[src/design/hrb_pkg.sv]
`default_nettype none

package hrb_pkg;

   localparam int MAX_DATA_DEFAULT = 32;
   localparam int DESC_DEPTH = 4;

   localparam logic [7:0] TYPE_DATA    = 8'h00;
   localparam logic [7:0] TYPE_SEGMENT = 8'h02;
   localparam logic [7:0] TYPE_LINEAR  = 8'h04;

   localparam logic [1:0] STATUS_DATA     = 2'd0;
   localparam logic [1:0] STATUS_CHECKSUM = 2'd1;
   localparam logic [1:0] STATUS_LENGTH   = 2'd2;

   typedef struct packed {
      logic [1:0]  status;
      logic [31:0] address;
      logic [7:0]  length;
      logic        segment_start;
   } desc_type;

endpackage

`default_nettype wire

[src/design/hrb_queue.sv]
`default_nettype none

module hrb_queue import hrb_pkg::*; (
   input  wire logic     clock,
   input  wire logic     reset,
   input  wire logic     push,
   input  wire desc_type push_desc,
   output logic          full,
   input  wire logic     pop,
   output logic          empty,
   output desc_type      head
);

   localparam int QAW = $clog2(DESC_DEPTH);

   desc_type entry_ff [DESC_DEPTH];
   logic [QAW:0] wr_ptr_ff;
   logic [QAW:0] rd_ptr_ff;

   assign empty = (wr_ptr_ff == rd_ptr_ff);
   assign full  = (wr_ptr_ff[QAW] != rd_ptr_ff[QAW]) &&
                  (wr_ptr_ff[QAW-1:0] == rd_ptr_ff[QAW-1:0]);
   assign head  = entry_ff[rd_ptr_ff[QAW-1:0]];

   always_ff @(posedge clock) begin
      if (reset) begin
         wr_ptr_ff <= '0;
         rd_ptr_ff <= '0;
      end else begin
         if (push) begin
            wr_ptr_ff <= wr_ptr_ff + 1'b1;
         end
         if (pop) begin
            rd_ptr_ff <= rd_ptr_ff + 1'b1;
         end
      end
   end

   always_ff @(posedge clock) begin
      if (push) begin
         entry_ff[wr_ptr_ff[QAW-1:0]] <= push_desc;
      end
   end

endmodule

`default_nettype wire

[src/design/hrb_front.sv]
`default_nettype none

module hrb_front import hrb_pkg::*; #(
   parameter int MAX_DATA = MAX_DATA_DEFAULT,
   localparam int RING_AW = $clog2(2 * MAX_DATA)
) (
   input  wire logic               clock,
   input  wire logic               reset,
   input  wire logic               req_valid,
   output logic                    req_stall,
   input  wire logic               req_record_start,
   input  wire logic [7:0]         req_byte_value,
   output logic                    ring_wr_en,
   output logic [RING_AW-1:0]      ring_wr_addr,
   output logic [7:0]              ring_wr_data,
   input  wire logic [RING_AW:0]   ring_rd_ptr,
   output logic                    push,
   output desc_type                push_desc,
   input  wire logic               queue_full
);

   localparam int POS_W = $clog2(MAX_DATA + 5);
   localparam int LEN_W = $clog2(MAX_DATA + 1);

   logic [POS_W-1:0]  pos_ff, pos_in;
   logic [LEN_W-1:0]  len_ff, len_in;
   logic [15:0]       offset_ff, offset_in;
   logic [7:0]        type_ff, type_in;
   logic [7:0]        sum_ff, sum_in;
   logic [7:0]        pair_hi_ff, pair_hi_in;
   logic [7:0]        pair_lo_ff, pair_lo_in;
   logic [31:0]       base_ff, base_in;
   logic [32:0]       next_addr_ff, next_addr_in;
   logic              next_valid_ff, next_valid_in;
   logic              halted_ff, halted_in;
   logic [RING_AW:0]  wr_spec_ff, wr_spec_in;
   logic [RING_AW:0]  wr_commit_ff, wr_commit_in;

   logic              ring_full;
   logic              accept;
   logic [32:0]       start_addr;
   logic [7:0]        check_sum;

   assign ring_full = (wr_spec_ff[RING_AW] != ring_rd_ptr[RING_AW]) &&
                      (wr_spec_ff[RING_AW-1:0] == ring_rd_ptr[RING_AW-1:0]);
   assign req_stall = ring_full || queue_full;
   assign accept = req_valid && !req_stall;
   assign start_addr = {1'b0, base_ff} + {17'b0, offset_ff};
   assign check_sum = sum_ff + req_byte_value;

   always_comb begin
      pos_in        = pos_ff;
      len_in        = len_ff;
      offset_in     = offset_ff;
      type_in       = type_ff;
      sum_in        = sum_ff;
      pair_hi_in    = pair_hi_ff;
      pair_lo_in    = pair_lo_ff;
      base_in       = base_ff;
      next_addr_in  = next_addr_ff;
      next_valid_in = next_valid_ff;
      halted_in     = halted_ff;
      wr_spec_in    = wr_spec_ff;
      wr_commit_in  = wr_commit_ff;
      push          = 1'b0;
      push_desc     = '0;
      ring_wr_en    = 1'b0;
      ring_wr_addr  = wr_spec_ff[RING_AW-1:0];
      ring_wr_data  = req_byte_value;

      if (accept && !halted_ff) begin
         if (req_record_start) begin
            wr_spec_in = wr_commit_ff;
            if (req_byte_value > 8'(MAX_DATA)) begin
               push             = 1'b1;
               push_desc.status = STATUS_LENGTH;
               halted_in        = 1'b1;
               pos_in           = '0;
            end else begin
               len_in     = req_byte_value[LEN_W-1:0];
               sum_in     = req_byte_value;
               offset_in  = '0;
               type_in    = '0;
               pair_hi_in = '0;
               pair_lo_in = '0;
               pos_in     = POS_W'(1);
            end
         end else if (pos_ff == '0) begin
            pos_in = '0;
         end else if (pos_ff == POS_W'(len_ff) + POS_W'(4)) begin
            pos_in     = '0;
            wr_spec_in = wr_commit_ff;
            if (check_sum != 8'h00) begin
               push             = 1'b1;
               push_desc.status = STATUS_CHECKSUM;
               halted_in        = 1'b1;
            end else begin
               case (type_ff)
                  TYPE_SEGMENT: begin
                     base_in = {12'h000, pair_hi_ff, pair_lo_ff, 4'h0};
                  end
                  TYPE_LINEAR: begin
                     base_in = {pair_hi_ff, pair_lo_ff, 16'h0000};
                  end
                  TYPE_DATA: begin
                     if (len_ff != '0) begin
                        push                    = 1'b1;
                        push_desc.status        = STATUS_DATA;
                        push_desc.address       = start_addr[31:0];
                        push_desc.length        = 8'(len_ff);
                        push_desc.segment_start =
                           !(next_valid_ff && (next_addr_ff == start_addr));
                        next_addr_in  = start_addr + 33'(len_ff);
                        next_valid_in = 1'b1;
                        wr_commit_in  = wr_spec_ff;
                        wr_spec_in    = wr_spec_ff;
                     end
                  end
                  default: begin
                     base_in = base_ff;
                  end
               endcase
            end
         end else begin
            sum_in = check_sum;
            pos_in = pos_ff + 1'b1;
            if (pos_ff == POS_W'(1)) begin
               offset_in = {req_byte_value, 8'h00};
            end else if (pos_ff == POS_W'(2)) begin
               offset_in = {offset_ff[15:8], req_byte_value};
            end else if (pos_ff == POS_W'(3)) begin
               type_in = req_byte_value;
            end else begin
               if (pos_ff == POS_W'(4)) begin
                  pair_hi_in = req_byte_value;
               end
               if (pos_ff == POS_W'(5)) begin
                  pair_lo_in = req_byte_value;
               end
               if (type_ff == TYPE_DATA) begin
                  ring_wr_en = 1'b1;
                  wr_spec_in = wr_spec_ff + 1'b1;
               end
            end
         end
      end
   end

   always_ff @(posedge clock) begin
      if (reset) begin
         pos_ff        <= '0;
         len_ff        <= '0;
         offset_ff     <= '0;
         type_ff       <= '0;
         sum_ff        <= '0;
         base_ff       <= '0;
         next_addr_ff  <= '0;
         next_valid_ff <= 1'b0;
         halted_ff     <= 1'b0;
         wr_spec_ff    <= '0;
         wr_commit_ff  <= '0;
      end else begin
         pos_ff        <= pos_in;
         len_ff        <= len_in;
         offset_ff     <= offset_in;
         type_ff       <= type_in;
         sum_ff        <= sum_in;
         base_ff       <= base_in;
         next_addr_ff  <= next_addr_in;
         next_valid_ff <= next_valid_in;
         halted_ff     <= halted_in;
         wr_spec_ff    <= wr_spec_in;
         wr_commit_ff  <= wr_commit_in;
      end
   end

   always_ff @(posedge clock) begin
      pair_hi_ff <= pair_hi_in;
      pair_lo_ff <= pair_lo_in;
   end

endmodule

`default_nettype wire

[src/design/hrb_back.sv]
`default_nettype none

module hrb_back import hrb_pkg::*; #(
   parameter int MAX_DATA = MAX_DATA_DEFAULT,
   localparam int RING_AW = $clog2(2 * MAX_DATA)
) (
   input  wire logic               clock,
   input  wire logic               reset,
   input  wire logic               ring_wr_en,
   input  wire logic [RING_AW-1:0] ring_wr_addr,
   input  wire logic [7:0]         ring_wr_data,
   output logic [RING_AW:0]        ring_rd_ptr,
   input  wire logic               queue_empty,
   input  wire desc_type           head,
   output logic                    pop,
   output logic                    rsp_valid,
   input  wire logic               rsp_stall,
   output logic [1:0]              rsp_status,
   output logic [31:0]             rsp_address,
   output logic [7:0]              rsp_data_byte,
   output logic                    rsp_segment_start,
   output logic                    rsp_last
);

   localparam int RING_DEPTH = 2 ** RING_AW;
   localparam int IDX_W = $clog2(MAX_DATA + 1);

   logic [7:0]         ring_mem [RING_DEPTH];
   logic [7:0]         rdata_ff;
   logic [RING_AW:0]   rd_ptr_ff;
   logic [IDX_W-1:0]   idx_ff;
   logic               out_valid_ff;
   logic [1:0]         status_ff;
   logic [31:0]        address_ff;
   logic               segment_ff;
   logic               last_ff;

   logic               advance;
   logic               issue;
   logic               head_error;
   logic               head_last;

   assign advance    = !out_valid_ff || !rsp_stall;
   assign issue      = advance && !queue_empty;
   assign head_error = (head.status != STATUS_DATA);
   assign head_last  = head_error || ((8'(idx_ff) + 8'd1) == head.length);
   assign pop        = issue && head_last;

   assign ring_rd_ptr       = rd_ptr_ff;
   assign rsp_valid         = out_valid_ff;
   assign rsp_status        = status_ff;
   assign rsp_address       = address_ff;
   assign rsp_data_byte     = (status_ff == STATUS_DATA) ? rdata_ff : 8'h00;
   assign rsp_segment_start = segment_ff;
   assign rsp_last          = last_ff;

   always_ff @(posedge clock) begin
      if (ring_wr_en) begin
         ring_mem[ring_wr_addr] <= ring_wr_data;
      end
   end

   always_ff @(posedge clock) begin
      if (issue) begin
         rdata_ff <= ring_mem[rd_ptr_ff[RING_AW-1:0]];
      end
   end

   always_ff @(posedge clock) begin
      if (reset) begin
         rd_ptr_ff    <= '0;
         idx_ff       <= '0;
         out_valid_ff <= 1'b0;
      end else begin
         if (advance) begin
            out_valid_ff <= issue;
         end
         if (issue && !head_error) begin
            rd_ptr_ff <= rd_ptr_ff + 1'b1;
         end
         if (pop) begin
            idx_ff <= '0;
         end else if (issue) begin
            idx_ff <= idx_ff + 1'b1;
         end
      end
   end

   always_ff @(posedge clock) begin
      if (issue) begin
         status_ff <= head.status;
         if (head_error) begin
            address_ff <= '0;
            segment_ff <= 1'b0;
         end else begin
            address_ff <= head.address + 32'(idx_ff);
            segment_ff <= head.segment_start && (idx_ff == '0);
         end
         last_ff <= head_last;
      end
   end

endmodule

`default_nettype wire

[src/design/hex_record_to_binary_unit.sv]
// Input takes one record byte per cycle unless stalled; a record of N data bytes occupies
// N + 5 inputs. The first result of a verified data record or an error is written to the
// record queue when the checksum or length byte is accepted and is then registered at the
// output; results leave at one byte per cycle unless stalled. Input stalls only while the
// data byte ring or the four-entry record queue is full. Synchronous reset clears the parser,
// queue pointers and output valid; the ring memory is not cleared.
`default_nettype none

module hex_record_to_binary_unit import hrb_pkg::*; #(
   parameter int MAX_DATA = MAX_DATA_DEFAULT
) (
   input  wire logic        clock,
   input  wire logic        reset,
   input  wire logic        req_valid,
   output logic             req_stall,
   input  wire logic        req_record_start,
   input  wire logic [7:0]  req_byte_value,
   output logic             rsp_valid,
   input  wire logic        rsp_stall,
   output logic [1:0]       rsp_status,
   output logic [31:0]      rsp_address,
   output logic [7:0]       rsp_data_byte,
   output logic             rsp_segment_start,
   output logic             rsp_last
);

   localparam int RING_AW = $clog2(2 * MAX_DATA);

   logic               ring_wr_en;
   logic [RING_AW-1:0] ring_wr_addr;
   logic [7:0]         ring_wr_data;
   logic [RING_AW:0]   ring_rd_ptr;
   logic               push;
   desc_type           push_desc;
   logic               queue_full;
   logic               queue_empty;
   logic               pop;
   desc_type           head;

   hrb_front #(.MAX_DATA(MAX_DATA)) u_front (
      .clock            (clock),
      .reset            (reset),
      .req_valid        (req_valid),
      .req_stall        (req_stall),
      .req_record_start (req_record_start),
      .req_byte_value   (req_byte_value),
      .ring_wr_en       (ring_wr_en),
      .ring_wr_addr     (ring_wr_addr),
      .ring_wr_data     (ring_wr_data),
      .ring_rd_ptr      (ring_rd_ptr),
      .push             (push),
      .push_desc        (push_desc),
      .queue_full       (queue_full)
   );

   hrb_queue u_queue (
      .clock     (clock),
      .reset     (reset),
      .push      (push),
      .push_desc (push_desc),
      .full      (queue_full),
      .pop       (pop),
      .empty     (queue_empty),
      .head      (head)
   );

   hrb_back #(.MAX_DATA(MAX_DATA)) u_back (
      .clock             (clock),
      .reset             (reset),
      .ring_wr_en        (ring_wr_en),
      .ring_wr_addr      (ring_wr_addr),
      .ring_wr_data      (ring_wr_data),
      .ring_rd_ptr       (ring_rd_ptr),
      .queue_empty       (queue_empty),
      .head              (head),
      .pop               (pop),
      .rsp_valid         (rsp_valid),
      .rsp_stall         (rsp_stall),
      .rsp_status        (rsp_status),
      .rsp_address       (rsp_address),
      .rsp_data_byte     (rsp_data_byte),
      .rsp_segment_start (rsp_segment_start),
      .rsp_last          (rsp_last)
   );

endmodule

`default_nettype wire

[config.mk]
export PLATFORM = sky130hd
export DESIGN_NAME = hex_record_to_binary_unit
export DESIGN_NICKNAME = d
export VERILOG_FILES = /design/src/design/hrb_pkg.sv /design/src/design/hrb_queue.sv /design/src/design/hrb_front.sv /design/src/design/hrb_back.sv /design/src/design/hex_record_to_binary_unit.sv
export SDC_FILE = /design/constraint.sdc
export NUM_CORES = 1
export LEC_CHECK = 0
export BUFFER_PORTS_ARGS = -buffer_cell sky130_fd_sc_hd__buf_2
export CAP_MARGIN = 20
export CORE_UTILIZATION = 40
export DETAILED_ROUTE_END_ITERATION = 6
export MAX_ROUTING_LAYER = met4
export PLACE_DENSITY = 0.57
export SYNTH_ARGS = -nofsm -noshare
export SYNTH_HDL_FRONTEND = slang
export SYNTH_SLANG_ARGS = --single-unit
[constraint.sdc]
create_clock -name clock -period 4.3 [get_ports clock]
set_input_delay 0.43 -clock clock [delete_from_list [all_inputs] [get_ports clock]]
set_output_delay 0.43 -clock clock [all_outputs]
set_load 0.005 [all_outputs]
# Word level (Yosys, flattened, before mapping)
# Memory sizes are Yosys's and may differ from the RTL's. A register that Yosys moved wholly into a read port is not among the register bits.
# Index checks and enable logic that the tools add are counted.
totals:
  reg_bits: 197
  ramBits: 684
  output_inout_bits: 46
  n_memories: 2
memory_table:
  columns: ["name", "depth", "width", "rd", "rd_ports_with_merged_regs", "write_ports", "line", "source"]
  rows:
  - ["u_back.ring_mem", 64, 8, 1, 1, 1, "hrb_back.sv:28", "logic [7:0] ring_mem [RING_DEPTH];"]
  - ["u_queue.entry_ff", 4, 43, 1, 1, 1, "hrb_queue.sv:16", "desc_type entry_ff [DESC_DEPTH];"]
classes:
  n_addsub: 12
  n_lt_le_gt_ge: 1
  n_eq_ne: 25
  mux: 84
  n_bitwise: 4
  reduce_logical: 48
op_table:
  columns: ["cell", "n"]
  rows:
  - ["two-way mux 8 bit", 27]
  - ["two-way mux 43 bit", 4]
  - ["two-way mux 41 bit", 3]
  - ["two-way mux 16 bit", 5]
  - ["two-way mux 7 bit", 10]
  - ["one-hot mux 32 bit (2 select lines)", 1]
  - ["adder 32 x 16 -> 33 bit", 1]
  - ["adder 33 x 6 -> 33 bit", 1]
  - ["equality test 33 bit", 1]
  - ["adder 32 x 6 -> 32 bit", 1]
  - ["two-way mux 1 bit", 26]
  - ["two-way mux 6 bit", 3]
  - ["AND reduction 8 bit", 2]
  - ["nonzero test 2 bit", 8]
  - ["AND reduction 5 bit", 3]
  - ["adder 7 x 1 -> 7 bit, second input constant", 2]
  - ["AND reduction 7 bit", 2]
  - ["adder 6 x 1 -> 6 bit, second input constant", 2]
  - ["equality test 6 x 2 -> 1 bit, second input constant", 2]
  - ["equality test 6 x 3 -> 1 bit, second input constant", 2]
  - ["equality test 6 bit", 2]
  - ["zero test 6 bit", 2]
  - ["inequality test 2 bit, second input constant", 6]
  - ["AND reduction 6 bit", 2]
  - ["27 further kinds", 56]

# Logic depth before layout (Yosys ltp)
depth:
  ltp_word: 11
  mapped_depth: 18

# By module
# From an unflattened synthesis, not the netlist that was laid out.
unflattened:
  cells_unflattened: 2638
  hier_area_um2: 38912.3
modules_own_cells:
  columns: ["module", "n_inst", "cells_each", "area_per_inst_um2", "seq_area_each_um2"]
  rows:
  - ["hrb_back", 1, 1245, 23168.5, 16976.3]
  - ["hrb_front", 1, 1128, 9085.0, 2902.8]
  - ["hrb_queue", 1, 265, 6658.9, 5325.1]

# Least setup slack after synthesis
# Ideal clock, no wire load.
synth_timing:
  kind: "flip-flop to flip-flop"
  start: "register u_queue.wr_ptr_ff[1]"
  end: "register u_back.rd_ptr_ff[6] (netlist: u_back.ring_rd_ptr[6])"
  t_arrival_ns: 4.421
  required_ns: 4.230
  setup_slack_ns: -0.191
  stages_incl_launch_ff: 9
  period_less_slack_ns: 4.491
  path_cell_list: "dfxtp_1 -> xor2_1 -> nor3b_1 -> a21oi_1 -> and2_1 -> clkbuf_1 -> nand4_1 -> or3_1 -> a21oi_1"
synth_between:
  elab_chain_len: 4
synth_rtl:
  columns: ["element", "line", "source"]
  rows:
  - ["from (decl)", "hrb_queue.sv:17", "logic [QAW:0] wr_ptr_ff;"]
  - ["from (signal assigned)", "hrb_queue.sv:31", "wr_ptr_ff <= wr_ptr_ff + 1'b1;"]
  - ["equality test 3 bit", "hrb_queue.sv:20", "assign empty = (wr_ptr_ff == rd_ptr_ff);"]
  - ["zero test 1 bit", "hrb_back.sv:44", "assign issue = advance && !queue_empty;"]
  - ["logical AND 1 bit", "hrb_back.sv:44", null]
  - ["named net u_back.issue", "hrb_back.sv:39", "logic issue;"]
  - ["logical AND 1 bit", "hrb_back.sv:78", "if (issue && !head_error) begin"]
  - ["to (signal assigned)", "hrb_back.sv:79", "rd_ptr_ff <= rd_ptr_ff + 1'b1;"]
  - ["to (decl)", "hrb_back.sv:30", "logic [RING_AW:0] rd_ptr_ff;"]
# The timed path passes the listed nets, and every way through them passes these cells.
# A chain may end at the register's enable or synchronous reset.

# Final worst setup path
layout_timing:
  start: "register u_front.base_ff[4]"
  end: "register u_front.next_addr_ff[28]"
layout_between:
  elab_chain_len: 2
layout_rtl:
  columns: ["element", "line", "source"]
  rows:
  - ["from (decl)", "hrb_front.sv:32", "logic [31:0] base_ff, base_in;"]
  - ["from (signal assigned)", "hrb_front.sv:168", "base_ff <= base_in;"]
  - ["adder 32 x 16 -> 33 bit", "hrb_front.sv:48", "assign start_addr = {1'b0, base_ff} + {17'b0, offset_ff};"]
  - ["adder 33 x 6 -> 33 bit", "hrb_front.sv:113", "next_addr_in = start_addr + 33'(len_ff);"]
  - ["to (signal assigned)", "hrb_front.sv:169", "next_addr_ff <= next_addr_in;"]
  - ["to (decl)", "hrb_front.sv:33", "logic [32:0] next_addr_ff, next_addr_in;"]
# Every way passes these cells.

==> impl_results.md <==
* Outcome: complete, no violations
* Buffer levels on the longest clock path at 3
* # DRC at 0
* Max IR drop VDD at approximately 350 uV
* IO buf count at 58
* Initial antenna violation count at 3
* Critical Path Start Type: flip-flop
* Grt total ovfl at 0
* CP max FO at 6
* Worst-Skew Late Latency at roughly 0.7 ns
* # resized after CTS at 0
* Std cell rows at 112
* CTS H-tree lvls at 3
* Total Nets Final at approximately 2.6k
* Die Y at between 300 and 400 um
* Design area at around 0.043 mm2
* Layout Skew at slightly above 0.06 ns
* Gpl congestion at 0.865
* Pin count of the biggest net entering global routing at 132
* EDFF count, synth at 736
* Syn_nets at 2516
* Worst Setup End Kind: flip-flop
* HPWL after DPL at approximately 60 mm
* Via count at approximately 22k
* CP Data Required Time at 4.92 ns
* Die Footprint at about 0.095 mm2
* RSZ-0062 raised after global routing: false
* Global-route wire length before repair at around 140 mm
* Mapped Area at roughly 0.038 mm2
* Pwr/cell area at 461 mW/mm2
* Root buffer cell: clkbuf_16
* Buffers & Inverters on Critical Path at 1
* Core area at roughly 0.093 mm2
* Clk slew on worst S/H paths at ~0.060 ns
* Die width at a little over 300 um
* Tightest Pin Transition at between 1 and 1.5 ns
* Netlist cell types at 82
* Fmax at roughly 250 MHz
* Iteration-0 DRC Markers at about 1.8k
* CTS tree: built
* Period utilisation layout at between 90 and 100%
* Final Instance Count excl. Fillers at about 4k
* Routed WL at slightly above 90 mm
* Crit path max-delay family: simple AND/OR/NAND/NOR gates
* Post-Syn Instances at 2453
* Final Max Tran Viols at 0
* GRT Util Overall at 19.8%
* Asr flop ratio synth at 0%
* Post-synthesis sequential area ratio at 66.4%
* DP Cell Count at about 3.7k
* Wire per inst at approximately 23 um
* Final Total Pwr at 0.0198 W
* Arrival time worst endpoint at about 4.6 ns
* Clock buffer count from CTS at 92
* Post-layout minimum cycle time at 4.00 ns
* Area delta synth->final at 14.0%
* Syn_area_per_cell at around 15 um2
* Most used DFF post-synth: edfxtp_1
* Hold WC Path Type: primary input to flip-flop
* Number of diodes at 0
* Num ports at 59
* Post-CTS Setup Bufs at 0
* Critical path type: flip-flop to flip-flop
* LEAKAGE at approximately 14 nW
* Setup tns final at 0 ns
* DR pass1 iterations at 7
* Worst path max stage delay at ~0.6 ns
* Final hold violations at 0
* Vias per cell at around 5.5
* Synth Register Bits at 879
* Slowest CP cell: or4b_4
* Final setup fails at 0
* Post-Place Cell Area at about 0.04 mm2
* CP cell instances: ha_1, inv_1, fa_1, nand2b_1, a211oi_4, o21ai_1, a211o_1, or4b_4, nor4_4, nand4_2, or4_1, nand3_1
* CTS Hold Bufs at 0
* Num Clock Sinks at just under 900
* Slew headroom at approximately 28%
* Starting Density at roughly two fifths
* Synth warn at 0
* Antenna Nets Post-Route at 0
* Max Cap Violations at 0
* Vias in the first global route at 21.4k
* Share of layout cells above drive strength 1 at between 10% and 20%
## cell usage in the layout, fill, tap and decap left out, drive strengths merged, types with 27 or more instances in the layout
cell    netlist  routed
a21oi        99      99
and2         27      27
buf          38     154
clkbuf       84     108
clkinv        2      41
dfxtp       143     143
edfxtp      736     736
ha           46      46
inv          43      46
mux4        207     207
nand2       154     154
nand3        85      85
nand4        30      30
nor2        262     262
nor2b        29      29
nor3         28      28
o21ai        48      48
xnor2        80      80
xor2         67      67
## synthesized netlist by cell type (5+ instances only)
library cell  instances  area share [%]
a211oi_1             22            0.44
a21o_1                5            0.10
a21oi_1              96             1.3
a221o_1               5            0.13
a311oi_1              7            0.16
a31oi_1              15            0.25
and2_1               27            0.45
and3_1               19            0.32
and4_1                7            0.16
buf_1                25            0.25
buf_2                12            0.16
clkbuf_1             84            0.84
dfxtp_1             143             7.6
edfxtp_1            736              59
ha_1                 46             1.5
inv_1                42            0.42
mux2i_1              23            0.61
mux4_2              207              12
nand2_1             154             1.5
nand2b_1             10            0.17
nand3_1              85             1.1
nand3b_1              8            0.16
nand4_1              29            0.48
nor2_1              262             2.6
nor2b_1              29            0.48
nor3_1               27            0.36
nor4_1               11            0.18
o211ai_1              7            0.14
o21a_1                5            0.10
o21ai_0              40            0.53
o21ai_1               8            0.11
o22ai_1               5           0.083
or3_1                15            0.25
or4_1                 5            0.10
xnor2_1              80             1.9
xor2_1               67             1.6
## registers in the layout, summed over array words and instances (netlist names), 8 cells and up, named ones only
signal / count
u_back.ring_mem: 512
u_queue.entry_ff: 164
u_front.next_addr_ff: 33
u_back.rsp_address: 32
u_front.base_ff: 28
u_front.offset_ff: 16
u_back.rdata_ff: 8
u_front.pair_hi_ff: 8
u_front.pair_lo_ff: 8
u_front.sum_ff: 8
u_front.type_ff: 8
## layer usage
metal | GRT usage [%] | vias to the layer above | routed length (um)
li1 | - | 9680 | -
met4 | 4.55 | 0 | 1620
met3 | 2.82 | 121 | 4620
met5 | - | - | 0
met1 | 26.9 | 11200 | 40700
met2 | 31.5 | 633 | 44100
## power breakdown
part / switching, W / internal (W)
Combinational: 0.00120 / 0.000901
Sequential: 0.000117 / 0.00953
Clock: 0.00339 / 0.00462
## cells by family after synthesis
| group | Yosys count | share of synthesized area, % |
|---|---|---|
| flops | 879 | 66.4 |
| simple gates | 712 | 8.99 |
| compound gates | 262 | 4.51 |
| mux | 233 | 13.1 |
| buf+inv | 167 | 1.72 |
| xor+xnor | 150 | 3.60 |
| fa+ha+maj | 50 | 1.74 |
## tightest hold or removal path: cells and delay by family
| kind | cells | cell delay [ns] |
|---|---|---|
| AOI/OAI and AO/OA | 1 | 0.05 |
| buffers and inverters | 1 | 0.14 |
| and+or+nand+nor | 1 | 0.07 |
## worst paths after layout
kind	cells past startpoint	startpoint	slack, ns	end
worst max-delay path	12	u_front.base_ff[4]	0.30	u_front.next_addr_ff[28]
worst min-delay path	3	req_byte_value[1]	0.06	u_front.offset_ff[9]
worst max register to register	12	u_front.base_ff[4]	0.30	u_front.next_addr_ff[28]
worst min register to register	2	u_front.halted_ff	0.46	u_front.halted_ff
## area by class of cell
class                      instances  area [um2]
fill                            8072       50300
sequential                       879       25000
multi-input combinational       1407       12100
clock buffer                     108        2390
tap                             1254        1570
timing repair buffer             154        1060
clock inverter                    56         672
inverter                          45         169
## metrics by stage
| stage | utilization (%) | hold WS (ns) | worst slack [ns] |
|---|---|---|---|
| 2_1_floorplan | - | 0.426 | -0.0121 |
| 3_3_place_gp | 42.8 | 0.440 | 0.322 |
| 3_5_place_dp | 42.8 | 0.450 | 0.295 |
| 4_1_cts | 46.0 | 0.0202 | 0.322 |
| 5_1_grt | 46.0 | 0.0571 | 0.00282 |
| 6_report | 46.0 | 0.0649 | 0.303 |
Note: power is estimated with default switching activity, not from simulation.
